--- src/rtl/core/ciri_pkg.sv ---
// ============================================================================
// ciri_pkg - shared types and constants of the clipmap ring indexer
// Cell classes, register indexes, the cell word passed from the classifier
// to the triangle emitter and the triangle word delivered at the output.
// ============================================================================
package ciri_pkg;

  // Field widths fixed by the block's interface
  localparam int unsigned COORD_W = 8;
  localparam int unsigned SIDE_W  = 9;
  localparam int unsigned VN_W    = 10;
  localparam int unsigned MOFF_W  = 10;
  localparam int unsigned IDX_W   = 17;
  localparam int unsigned CFG_IDX_W = 2;

  // Register indexes on the configuration channel
  localparam logic [CFG_IDX_W-1:0] REG_CELLS_PER_SIDE = 2'd0;
  localparam logic [CFG_IDX_W-1:0] REG_RING_MODE      = 2'd1;

  // Triangle topology of one cell
  typedef enum logic [2:0] {
    CLS_QUAD   = 3'd0,
    CLS_BOTTOM = 3'd1,
    CLS_TOP    = 3'd2,
    CLS_LEFT   = 3'd3,
    CLS_RIGHT  = 3'd4
  } cell_class_e;

  // Live configuration: snapped ring side and frame mode
  typedef struct packed {
    logic [SIDE_W-1:0] side;
    logic              ring_mode;
  } ciri_cfg_t;

  // Classified cell, queued between classifier and emitter
  typedef struct packed {
    logic [COORD_W-1:0] x;
    logic [COORD_W-1:0] y;
    cell_class_e        cls;
    logic [VN_W-1:0]    vn;
    logic [MOFF_W-1:0]  moff;
  } cell_word_t;

  // One emitted triangle
  typedef struct packed {
    logic [IDX_W-1:0] a;
    logic [IDX_W-1:0] b;
    logic [IDX_W-1:0] c;
    cell_class_e      cls;
    logic             last;
  } tri_word_t;

endpackage

--- src/rtl/core/ciri_fifo.sv ---
// ============================================================================
// ciri_fifo - small register queue
// Keeps words in arrival order; full and empty come straight from the
// occupancy register.
// ============================================================================
module ciri_fifo #(
  parameter int unsigned WIDTH = 8,
  parameter int unsigned DEPTH = 2
) (
  input  logic             clk_i,
  input  logic             rst_ni,
  input  logic             wr_i,
  input  logic [WIDTH-1:0] wdata_i,
  input  logic             rd_i,
  output logic [WIDTH-1:0] rdata_o,
  output logic             full_o,
  output logic             empty_o
);

  localparam int unsigned PtrW = (DEPTH > 1) ? $clog2(DEPTH) : 1;
  localparam int unsigned CntW = $clog2(DEPTH + 1);
  localparam logic [PtrW-1:0] LastPtr = PtrW'(DEPTH - 1);
  localparam logic [CntW-1:0] FullCnt = CntW'(DEPTH);

  logic [WIDTH-1:0] mem_q [DEPTH];
  logic [PtrW-1:0]  wptr_q, wptr_d, rptr_q, rptr_d;
  logic [CntW-1:0]  cnt_q, cnt_d;
  logic             do_wr, do_rd;

  assign full_o  = (cnt_q == FullCnt);
  assign empty_o = (cnt_q == '0);
  assign do_wr   = wr_i && !full_o;
  assign do_rd   = rd_i && !empty_o;
  assign rdata_o = mem_q[rptr_q];

  // Advance pointers and occupancy
  always_comb begin
    wptr_d = wptr_q;
    rptr_d = rptr_q;
    cnt_d  = cnt_q;
    if (do_wr) begin
      wptr_d = (wptr_q == LastPtr) ? '0 : wptr_q + 1'b1;
    end
    if (do_rd) begin
      rptr_d = (rptr_q == LastPtr) ? '0 : rptr_q + 1'b1;
    end
    if (do_wr && !do_rd) begin
      cnt_d = cnt_q + 1'b1;
    end else if (do_rd && !do_wr) begin
      cnt_d = cnt_q - 1'b1;
    end
  end

  always_ff @(posedge clk_i or negedge rst_ni) begin
    if (!rst_ni) begin
      wptr_q <= '0;
      rptr_q <= '0;
      cnt_q  <= '0;
    end else begin
      wptr_q <= wptr_d;
      rptr_q <= rptr_d;
      cnt_q  <= cnt_d;
    end
  end

  // Store the incoming word
  always_ff @(posedge clk_i) begin
    if (do_wr) begin
      mem_q[wptr_q] <= wdata_i;
    end
  end

endmodule

--- src/rtl/core/ciri_front.sv ---
// ============================================================================
// ciri_front - cell classifier
// Checks a cell against the ring bounds and the central hole, picks its
// stitch class and the offset of its midpoint vertex in the midpoint runs.
// ============================================================================
module ciri_front
  import ciri_pkg::*;
(
  input  ciri_cfg_t          cfg_i,
  input  logic               accept_i,
  input  logic [COORD_W-1:0] cell_x_i,
  input  logic [COORD_W-1:0] cell_y_i,
  output logic               wr_o,
  output cell_word_t         word_o
);

  logic [SIDE_W-1:0] x, y, lo, hi, mid, lo_m1;
  logic              in_ring, in_x, in_y, in_hole;
  logic              is_bot, is_top, is_left, is_right;
  logic [SIDE_W-1:0] dx, dy;
  logic [MOFF_W-1:0] mid_w;

  // Ring geometry: side is a multiple of four, so 3N/4 is N - N/4
  assign x     = SIDE_W'(cell_x_i);
  assign y     = SIDE_W'(cell_y_i);
  assign lo    = cfg_i.side >> 2;
  assign hi    = cfg_i.side - lo;
  assign mid   = cfg_i.side >> 1;
  assign lo_m1 = lo - 1'b1;
  assign mid_w = MOFF_W'(mid);
  assign dx    = x - lo;
  assign dy    = y - lo;

  assign in_ring  = (x < cfg_i.side) && (y < cfg_i.side);
  assign in_x     = (x >= lo) && (x < hi);
  assign in_y     = (y >= lo) && (y < hi);
  assign in_hole  = cfg_i.ring_mode && in_x && in_y;
  assign is_bot   = cfg_i.ring_mode && in_x && (y == lo_m1);
  assign is_top   = cfg_i.ring_mode && in_x && (y == hi);
  assign is_left  = cfg_i.ring_mode && in_y && (x == lo_m1);
  assign is_right = cfg_i.ring_mode && in_y && (x == hi);

  // Classify and place the midpoint within its run
  always_comb begin
    word_o.x    = cell_x_i;
    word_o.y    = cell_y_i;
    word_o.vn   = VN_W'(cfg_i.side) + 1'b1;
    word_o.cls  = CLS_QUAD;
    word_o.moff = '0;
    if (is_bot) begin
      word_o.cls  = CLS_BOTTOM;
      word_o.moff = MOFF_W'(dx);
    end else if (is_top) begin
      word_o.cls  = CLS_TOP;
      word_o.moff = mid_w + MOFF_W'(dx);
    end else if (is_left) begin
      word_o.cls  = CLS_LEFT;
      word_o.moff = (mid_w << 1) + MOFF_W'(dy);
    end else if (is_right) begin
      word_o.cls  = CLS_RIGHT;
      word_o.moff = (mid_w << 1) + mid_w + MOFF_W'(dy);
    end
  end

  // Drop cells outside the ring and inside the hole
  assign wr_o = accept_i && in_ring && !in_hole;

endmodule

--- src/rtl/core/ciri_back.sv ---
// ============================================================================
// ciri_back - triangle emitter
// Turns a classified cell into corner and midpoint indices, then issues
// its triangles one per cycle in winding order, stalling while tri_full_i is high.
// ============================================================================
module ciri_back
  import ciri_pkg::*;
(
  input  logic       clk_i,
  input  logic       rst_ni,
  input  ciri_cfg_t  cfg_i,
  input  cell_word_t cell_i,
  input  logic       cell_empty_i,
  output logic       cell_pop_o,
  output tri_word_t  tri_o,
  output logic       tri_wr_o,
  input  logic       tri_full_i
);

  logic [VN_W-1:0]  side_vn;
  logic [IDX_W-1:0] grid_q;

  // Index stage
  logic             a_valid_q;
  logic [IDX_W-1:0] a_bl_q, a_m_q;
  logic [VN_W-1:0]  a_vn_q;
  cell_class_e      a_cls_q;
  logic             a_load;

  // Emit stage
  logic             b_valid_q;
  logic [IDX_W-1:0] b_bl_q, b_br_q, b_tl_q, b_tr_q, b_m_q;
  cell_class_e      b_cls_q;
  logic [1:0]       b_idx_q;
  logic             b_load, emit, last;

  // Hold the grid vertex count for the current side
  assign side_vn = VN_W'(cfg_i.side) + 1'b1;
  always_ff @(posedge clk_i) begin
    grid_q <= IDX_W'(side_vn) * IDX_W'(side_vn);
  end

  // Handshake between stages
  assign last       = (b_cls_q == CLS_QUAD) ? (b_idx_q == 2'd1) : (b_idx_q == 2'd2);
  assign emit       = b_valid_q && !tri_full_i;
  assign b_load     = a_valid_q && (!b_valid_q || (emit && last));
  assign a_load     = !cell_empty_i && (!a_valid_q || b_load);
  assign cell_pop_o = a_load;

  always_ff @(posedge clk_i or negedge rst_ni) begin
    if (!rst_ni) begin
      a_valid_q <= 1'b0;
      b_valid_q <= 1'b0;
      b_idx_q   <= '0;
    end else begin
      if (a_load) begin
        a_valid_q <= 1'b1;
      end else if (b_load) begin
        a_valid_q <= 1'b0;
      end
      if (b_load) begin
        b_valid_q <= 1'b1;
        b_idx_q   <= '0;
      end else if (emit) begin
        if (last) begin
          b_valid_q <= 1'b0;
        end
        b_idx_q <= b_idx_q + 1'b1;
      end
    end
  end

  // Compute bottom-left corner and midpoint index
  always_ff @(posedge clk_i) begin
    if (a_load) begin
      a_bl_q  <= IDX_W'(cell_i.y) * IDX_W'(cell_i.vn) + IDX_W'(cell_i.x);
      a_m_q   <= grid_q + IDX_W'(cell_i.moff);
      a_vn_q  <= cell_i.vn;
      a_cls_q <= cell_i.cls;
    end
  end

  // Expand the remaining corners
  always_ff @(posedge clk_i) begin
    if (b_load) begin
      b_bl_q  <= a_bl_q;
      b_br_q  <= a_bl_q + 1'b1;
      b_tl_q  <= a_bl_q + IDX_W'(a_vn_q);
      b_tr_q  <= a_bl_q + IDX_W'(a_vn_q) + 1'b1;
      b_m_q   <= a_m_q;
      b_cls_q <= a_cls_q;
    end
  end

  // Select the vertices of the current triangle
  always_comb begin
    tri_o.cls  = b_cls_q;
    tri_o.last = last;
    tri_o.a    = b_bl_q;
    tri_o.b    = b_br_q;
    tri_o.c    = b_tr_q;
    case (b_cls_q)
      CLS_QUAD: begin
        if (b_idx_q != 2'd0) begin
          tri_o.b = b_tr_q;
          tri_o.c = b_tl_q;
        end
      end
      CLS_BOTTOM: begin
        case (b_idx_q)
          2'd0: begin
            tri_o.a = b_bl_q; tri_o.b = b_m_q;  tri_o.c = b_tl_q;
          end
          2'd1: begin
            tri_o.a = b_bl_q; tri_o.b = b_br_q; tri_o.c = b_m_q;
          end
          default: begin
            tri_o.a = b_br_q; tri_o.b = b_tr_q; tri_o.c = b_m_q;
          end
        endcase
      end
      CLS_TOP: begin
        case (b_idx_q)
          2'd0: begin
            tri_o.a = b_tl_q; tri_o.b = b_bl_q; tri_o.c = b_m_q;
          end
          2'd1: begin
            tri_o.a = b_tl_q; tri_o.b = b_m_q;  tri_o.c = b_tr_q;
          end
          default: begin
            tri_o.a = b_m_q;  tri_o.b = b_br_q; tri_o.c = b_tr_q;
          end
        endcase
      end
      CLS_LEFT: begin
        case (b_idx_q)
          2'd0: begin
            tri_o.a = b_bl_q; tri_o.b = b_br_q; tri_o.c = b_m_q;
          end
          2'd1: begin
            tri_o.a = b_bl_q; tri_o.b = b_m_q;  tri_o.c = b_tl_q;
          end
          default: begin
            tri_o.a = b_tl_q; tri_o.b = b_m_q;  tri_o.c = b_tr_q;
          end
        endcase
      end
      CLS_RIGHT: begin
        case (b_idx_q)
          2'd0: begin
            tri_o.a = b_m_q;  tri_o.b = b_bl_q; tri_o.c = b_br_q;
          end
          2'd1: begin
            tri_o.a = b_m_q;  tri_o.b = b_br_q; tri_o.c = b_tr_q;
          end
          default: begin
            tri_o.a = b_m_q;  tri_o.b = b_tr_q; tri_o.c = b_tl_q;
          end
        endcase
      end
      default: begin
        tri_o.a = b_bl_q;
      end
    endcase
  end

  assign tri_wr_o = emit;

endmodule

--- src/rtl/core/clipmap_ring_triangle_indexer_top.sv ---
// ============================================================================
// clipmap_ring_triangle_indexer_top - clipmap ring triangle index generator
// Accepts grid cells of an N-by-N clipmap ring and delivers each cell's
// triangles as vertex-index triples, with stitching around the hole.
// ============================================================================
// A cell is classified as it is taken; cells outside the
// ring or inside the hole leave no trace. The emitter issues one triangle
// per cycle while the result queue has room; a plain cell gives two
// triangles and a stitch cell three. The first triangle of a cell reaches
// the result ports through a 2-word cell queue, an index stage, the emitter
// and a 2-word result queue. The ring side is snapped down to a multiple of
// four, at least 4 and at most MAX_CELLS_PER_SIDE; indices wrap at 17 bits.
module clipmap_ring_triangle_indexer_top
  import ciri_pkg::*;
#(
  parameter int unsigned MAX_CELLS_PER_SIDE = 256
) (
  input  logic                 clk_i,
  input  logic                 rst_ni,
  // Cell input
  input  logic                 push,
  output logic                 full,
  input  logic [COORD_W-1:0]   cell_x_i,
  input  logic [COORD_W-1:0]   cell_y_i,
  // Triangle output
  output logic                 empty,
  input  logic                 pop,
  output logic [IDX_W-1:0]     vertex_a_o,
  output logic [IDX_W-1:0]     vertex_b_o,
  output logic [IDX_W-1:0]     vertex_c_o,
  output logic [2:0]           cell_class_o,
  output logic                 last_of_cell_o,
  // Register writes
  input  logic                 cfg_valid_i,
  output logic                 cfg_ready_o,
  input  logic [CFG_IDX_W-1:0] cfg_index_i,
  input  logic [SIDE_W-1:0]    cfg_data_i
);

  localparam int unsigned CapRaw = MAX_CELLS_PER_SIDE & ~32'd3;
  localparam int unsigned Cap    = (CapRaw < 4) ? 4 : CapRaw;
  localparam int unsigned CmpW   = SIDE_W + 2;
  localparam int unsigned CellW  = $bits(cell_word_t);
  localparam int unsigned TriW   = $bits(tri_word_t);

  logic [SIDE_W-1:0] side_raw_q, side_snap;
  logic              mode_q;
  ciri_cfg_t         cfg;

  logic       cell_wr, cell_pop, cell_full, cell_empty;
  cell_word_t cell_in, cell_out;
  logic       tri_wr, tri_full;
  tri_word_t  tri_in, tri_out;

  // Capture register writes
  assign cfg_ready_o = 1'b1;
  always_ff @(posedge clk_i or negedge rst_ni) begin
    if (!rst_ni) begin
      side_raw_q <= SIDE_W'(64);
      mode_q     <= 1'b0;
    end else if (cfg_valid_i) begin
      case (cfg_index_i)
        REG_CELLS_PER_SIDE: side_raw_q <= cfg_data_i;
        REG_RING_MODE:      mode_q     <= cfg_data_i[0];
        default:            ;
      endcase
    end
  end

  // Snap the side to a multiple of four within its limits
  always_comb begin
    side_snap = side_raw_q & ~SIDE_W'(3);
    if (side_snap < SIDE_W'(4)) begin
      side_snap = SIDE_W'(4);
    end
    if (CmpW'(side_snap) > CmpW'(Cap)) begin
      side_snap = SIDE_W'(Cap);
    end
  end

  assign cfg.side      = side_snap;
  assign cfg.ring_mode = mode_q;

  // Classify incoming cells
  ciri_front u_front (
    .cfg_i    (cfg),
    .accept_i (push && !full),
    .cell_x_i (cell_x_i),
    .cell_y_i (cell_y_i),
    .wr_o     (cell_wr),
    .word_o   (cell_in)
  );

  ciri_fifo #(
    .WIDTH (CellW),
    .DEPTH (2)
  ) u_cell_q (
    .clk_i   (clk_i),
    .rst_ni  (rst_ni),
    .wr_i    (cell_wr),
    .wdata_i (cell_in),
    .rd_i    (cell_pop),
    .rdata_o (cell_out),
    .full_o  (cell_full),
    .empty_o (cell_empty)
  );

  assign full = cell_full;

  // Emit triangles
  ciri_back u_back (
    .clk_i        (clk_i),
    .rst_ni       (rst_ni),
    .cfg_i        (cfg),
    .cell_i       (cell_out),
    .cell_empty_i (cell_empty),
    .cell_pop_o   (cell_pop),
    .tri_o        (tri_in),
    .tri_wr_o     (tri_wr),
    .tri_full_i   (tri_full)
  );

  ciri_fifo #(
    .WIDTH (TriW),
    .DEPTH (2)
  ) u_tri_q (
    .clk_i   (clk_i),
    .rst_ni  (rst_ni),
    .wr_i    (tri_wr),
    .wdata_i (tri_in),
    .rd_i    (pop),
    .rdata_o (tri_out),
    .full_o  (tri_full),
    .empty_o (empty)
  );

  assign vertex_a_o     = tri_out.a;
  assign vertex_b_o     = tri_out.b;
  assign vertex_c_o     = tri_out.c;
  assign cell_class_o   = tri_out.cls;
  assign last_of_cell_o = tri_out.last;

endmodule
--- config.mk ---
export PLATFORM = sky130hd
export DESIGN_NAME = clipmap_ring_triangle_indexer_top
export DESIGN_NICKNAME = d
export VERILOG_FILES = /design/src/rtl/core/ciri_pkg.sv /design/src/rtl/core/ciri_fifo.sv /design/src/rtl/core/ciri_front.sv /design/src/rtl/core/ciri_back.sv /design/src/rtl/core/clipmap_ring_triangle_indexer_top.sv
export SDC_FILE = /design/constraint.sdc
export NUM_CORES = 1
export LEC_CHECK = 0
export ABC_AREA = 1
export BUFFER_PORTS_ARGS = -buffer_cell sky130_fd_sc_hd__clkbuf_2
export CAP_MARGIN = 20
export CELL_PAD_IN_SITES_DETAIL_PLACEMENT = 0
export CELL_PAD_IN_SITES_GLOBAL_PLACEMENT = 1
export CORE_MARGIN = 10
export CORE_UTILIZATION = 30
export DETAILED_ROUTE_END_ITERATION = 16
export PLACE_DENSITY_LB_ADDON = 0.1
export SLEW_MARGIN = 10
export SYNTH_ARGS = -nofsm -noshare
export SYNTH_HDL_FRONTEND = slang
export SYNTH_SLANG_ARGS = --single-unit
--- constraint.sdc ---
create_clock -name clk_i -period 7.55 [get_ports clk_i]
set_input_delay 1.1325 -clock clk_i [delete_from_list [all_inputs] [get_ports clk_i]]
set_output_delay 1.1325 -clock clk_i [all_outputs]
set_load 0.05 [all_outputs]
**After elaboration in Yosys (flattened, before gate mapping)**

Memories as Yosys holds them, arrays and structs flattened.
Cells that the tools add are included.

- Shift operators: 0
- Bitwise logic cells: 0
- Equal/unequal tests: 13
- $add $sub $neg: 23
- Reduce and logical (&&, ||, !) cells: 52
- Muxes and demuxes: 37
- Multiply operators: 2
- Div/mod/pow operators: 0
- Order comparisons: 8

Operator list:

| cell | count |
|---|---|
| $pmux 51 s2 | 3 |
| $pmux 34 s5 | 1 |
| $pmux 17 s4 | 1 |
| $pmux 34 s2 | 1 |
| $mux 10 | 4 |
| $eq 8x9->1 | 4 |
| $lt 8x9->1 | 4 |
| $add 17x1->17 const B | 2 |
| $add 17x10->17 | 2 |
| $mux 34 | 1 |
| $logic_and 1x1->1 | 25 |
| $mux 9 | 2 |
| $sub 8x7->9 | 2 |
| $add 17x8->17 | 1 |
| $mul 10x10->17 | 1 |
| $mul 8x10->17 | 1 |
| $ge 8x7->1 | 2 |
| $mux 1 | 14 |
| $mux 2 | 6 |
| $mux 3 | 4 |
| $reduce_bool 2->1 | 6 |
| $logic_not 1->1 | 11 |
| $add 10x9->10 | 1 |
| $add 8x9->10 | 1 |
| other kinds (19) | 35 |

- Output and inout bits: 58
- Bits in read-only memories: 0
- Memories kept: 2
- Latch bits: 0
- Bits in writable memories: 188
- Register bits: 174

Memories:

| memory | words | bits a word | rd ports | clocked after memory_dff | wr ports | line | source |
|---|---|---|---|---|---|---|---|
| u_tri_q.mem_q | 2 | 55 | 1 | 0 | 1 | ciri_fifo.sv:25 | `logic [WIDTH-1:0] mem_q [DEPTH];` |
| u_cell_q.mem_q | 2 | 39 | 1 | 0 | 1 | ciri_fifo.sv:25 |  |

**Logic depth before layout (Yosys ltp)**

- Depth after elaboration: 16
- Mapped depth: 31
- Mapped depth without buffers: 31

**Cells and area by module**

From an unflattened synthesis, not the netlist that was laid out.

- Cell total of the unflattened synthesis: 3,393
- Area total of the unflattened synthesis: 28,053.2 um2

Modules (own cells, without submodules):

| module | area each (um2) | cells each | times used |
|---|---|---|---|
| ciri_back | 16,131.7 | 2,124 | 1 |
| ciri_fifo at u_tri_q | 4,271.6 | 319 | 1 |
| ciri_front | 4,135.2 | 659 | 1 |
| ciri_fifo at u_cell_q | 3,070.4 | 236 | 1 |
| clipmap_ring_triangle_indexer_top | 444.2 | 55 | 1 |

**Worst setup path after synthesis**

Ideal clock, no wire load.

- Kind: register to register
- Start: register u_back.b_idx_q[1]
- End: register u_back.b_bl_q[10], enable pin
- Setup slack: 1.716 ns
- Cell stages (with the launch flop): 11
- Arrival time: 5.300 ns
- Required time: 7.016 ns
- Period minus slack after synthesis: 5.834 ns
- Cells stage by stage: dfrtp_1 clkbuf_1 clkinv_1 clkbuf_1 ha_1 inv_1 o21ai_1 nand2_1 nand2_1 inv_1 nor2_1

RTL lines:

| item | line | source |
|---|---|---|
| from (decl) | ciri_back.sv:34 | `logic [1:0] b_idx_q;` |
| from (signal assigned) | ciri_back.sv:68 | `b_idx_q <= b_idx_q + 1'b1;` |
| to (signal assigned) | ciri_back.sv:86 | `b_bl_q <= a_bl_q;` |
| to (decl) | ciri_back.sv:32 | `logic [IDX_W-1:0] b_bl_q, b_br_q, b_tl_q, b_tr_q, b_m_q;` |

==> flow_summary.yaml <==
die:
  start_util_pct: 30.33
  pin_count: 90
  dieArea_um2: 93540
  core_area_um2: 80810
  dieWidth_um: 305.8
  core.rowCount: 104
  die_h_um: 305.8
global_routing:
  grtUsageTotal_pct: 16.61
  antenna_found_initial: 0
  grt_pass1_wl_um: 120800
  grt_overflow: 0
  grt_pass1_vias: 19859
  grt_max_degree: 87
cells_and_area:
  diodes: 0
  multiInputGateArea_um2: 12810
  fillCellCount: 8346
  nets: 3125
  syn_to_final_growth_pct: 13.28
  seqCellArea_um2: 10120
  layout_common_cells: "nand2_1 (659), inv_1 (330), edfxtp_1 (311), ha_1 (189), nand3_1 (176)"
  drive_gt1_share_pct: 10.06
  layout_commonest_cell: "nand2_1"
timing:
  rsz0062_at_grt: "no"
  setup_viol: 0
  worstMarginPinSlew_ps: 1029
  fin_crit_sh_pct: 79.47
  fin_crit_ps: 6000
  slew_headroom_pct: 30.66
  max_freq_mhz: 166.7
  hold_viol: 0
  slew_violations: 0
  fin_skew_ps: 28.92
  tns_ps: 0
yosys:
  synth-xor-area-share_pct: 4.466
  synth_mux_area_share_pct: 0.2501
  ys.flop_type: "edfxtp_1"
  synth_area_per_cell_um2: 8.943
  ys_ff_latch: 345
  synth_edf_count: 311
  ys_types: 72
  synth-compound-area-share_pct: 12.21
  ys_seq_area_share_pct: 41.29
  synth_top_area_share_pct: 38.10
  syn_inst: 2741
  synth_top_family_by_area: "simple AND/OR/NAND/NOR gates"
  async_flop_share_pct: 5.797
  synthTopCellsByArea: "edfxtp_1 (38%), nand2_1 (10%), ha_1 (9.7%), fa_1 (6.0%), inv_1 (5.1%)"
  synth_top_area_cell: "edfxtp_1"
  yosysWarnings: 0
  synthSimpleGateAreaFrac_pct: 19.27
  syn_area_um2: 24510
  synthAdderAreaFrac_pct: 15.74
worst_setup_path:
  worst_path_max_delay_cell: "dfrtp_1"
  cp_common_cell: "inv_1"
  cpPeakStageDelay_ps: 620
  arrival_ps: 6500
  startpoint_type: "flip-flop"
  cp.required_ps: 8050
  startpoint: "side_raw_q[8]"
  path_class: "flip-flop to flip-flop"
  cp_max_fo: 16
  end_kind: "flip-flop"
  r2r-start: "side_raw_q[8]"
  worst-r2r-cell-count: 26
detailed_routing:
  drt-total-wl_um: 78840
  wl_per_cell_um: 20.10
  drc: 0
  drt-initial-drc-count: 1266
  dr.pass1.iters: 5
  vias: 19692
  postRouteAntennaNets: 0
  viasPerCell: 5.020
outcome:
  status: "completed"
clock_network:
  post_cts_resized: 0
  numCtsBuffers: 43
  cts_hold_buf: 0
  post_cts_buffers: 0
  cts_buffer_depth: 3
  clkLatencyLatePin_ps: 590
  clock_sinks: 345
  cts_root_buf: "clkbuf_16"
  htreeDepth: 2
  clkTransAtPathRegs_ps: 60
  cts_tree: "done"
placed_design:
  port_buffers: 87
  place_congestion: 0.8416
  dp_hpwl_um: 59070
hold_path:
  hold_start: "u_back.a_m_q[0]"
  holdPathStages: 0
  hold_class: "flip-flop to flip-flop"
run:
  maxCapViolCount: 0
[state kept, by name (all words and copies together) (netlist names), 14 cells and up]
name / flops
u_back.b_tl_q: 17
u_back.b_tr_q: 17
u_back.a_bl_q: 17
u_back.b_bl_q: 16
u_tri_q.mem_q: 110
u_back.b_m_q: 17
u_back.grid_q: 14
u_back.a_m_q: 17
u_back.b_br_q: 15
u_cell_q.mem_q: 72
[cell usage after synthesis, drive strengths merged, types with 33 or more instances]
library cell / instances
a21oi: 132
a311oi: 33
clkbuf: 73
edfxtp: 311
fa: 74
ha: 190
inv: 340
nand2: 669
nand3: 180
nor2: 156
o211ai: 56
o21ai: 148
xnor2: 33
xor2: 83
[layout make-up]
cell class,count,share of cell area [%]
multi-input cells,1967,46.15
flip-flops and latches,345,36.45
well taps,1060,4.776
inverters,343,4.641
clock buffers,56,4.195
repair buffers,129,2.821
clock inverters,23,0.9598
[critical path, delay by kind of cell, from the launching register on]
family | cells | cell delay, ps
compound gates | 4 | 920
xor+xnor | 1 | 160
fa+ha+maj | 6 | 2270
buf+inv | 8 | 950
flops | 1 | 620
simple gates | 7 | 990
[metrics by stage]
stage | cell area, um2 | util (%) | cells | setup WS, ps | hold WS (ps)
3_5_place_dp | 26310 | 32.56 | 3843 | 1541 | 404.5
4_1_cts | 27740 | 34.33 | 3922 | 1497 | 416.8
5_1_grt | 27770 | 34.36 | 3923 | 1054 | 423.0
6_report | 27770 | 34.36 | 3923 | 1550 | 411.1
2_1_floorplan | 24530 | - | 2747 | 1716 | 400.3
3_3_place_gp | 26310 | 32.56 | 3843 | 1598 | 400.5
[layer usage]
layer  vias up  wire length, um  GRT usage, %
met1      9415            33010         20.07
li1       9549                -             -
met3       153             3472         1.923
met5         -                0             0
met2       575            39420         29.82
met4         0             2931         6.431
[cell families after synthesis]
kind of cell,Yosys count
simple gates,1097
fa+ha+maj,264
other cells,2
buf+inv,435
mux,6
flops,345
xor+xnor,116
compound gates,476
[path summary, 6_finish.rpt]
path                            slack (ps)           endpoint
max in group asynchronous             6520     u_tri_q.rptr_q
worst min-delay path                   410    u_back.b_m_q[0]
min in group asynchronous              550             mode_q
worst max register to register        1550  u_back.grid_q[14]
worst max-delay path                  1550  u_back.grid_q[14]
worst min register to register         410    u_back.b_m_q[0]
Power is left out: the tool's default activity adds up to more than one toggle a clock period on the data nets, which glitch-free logic cannot reach.
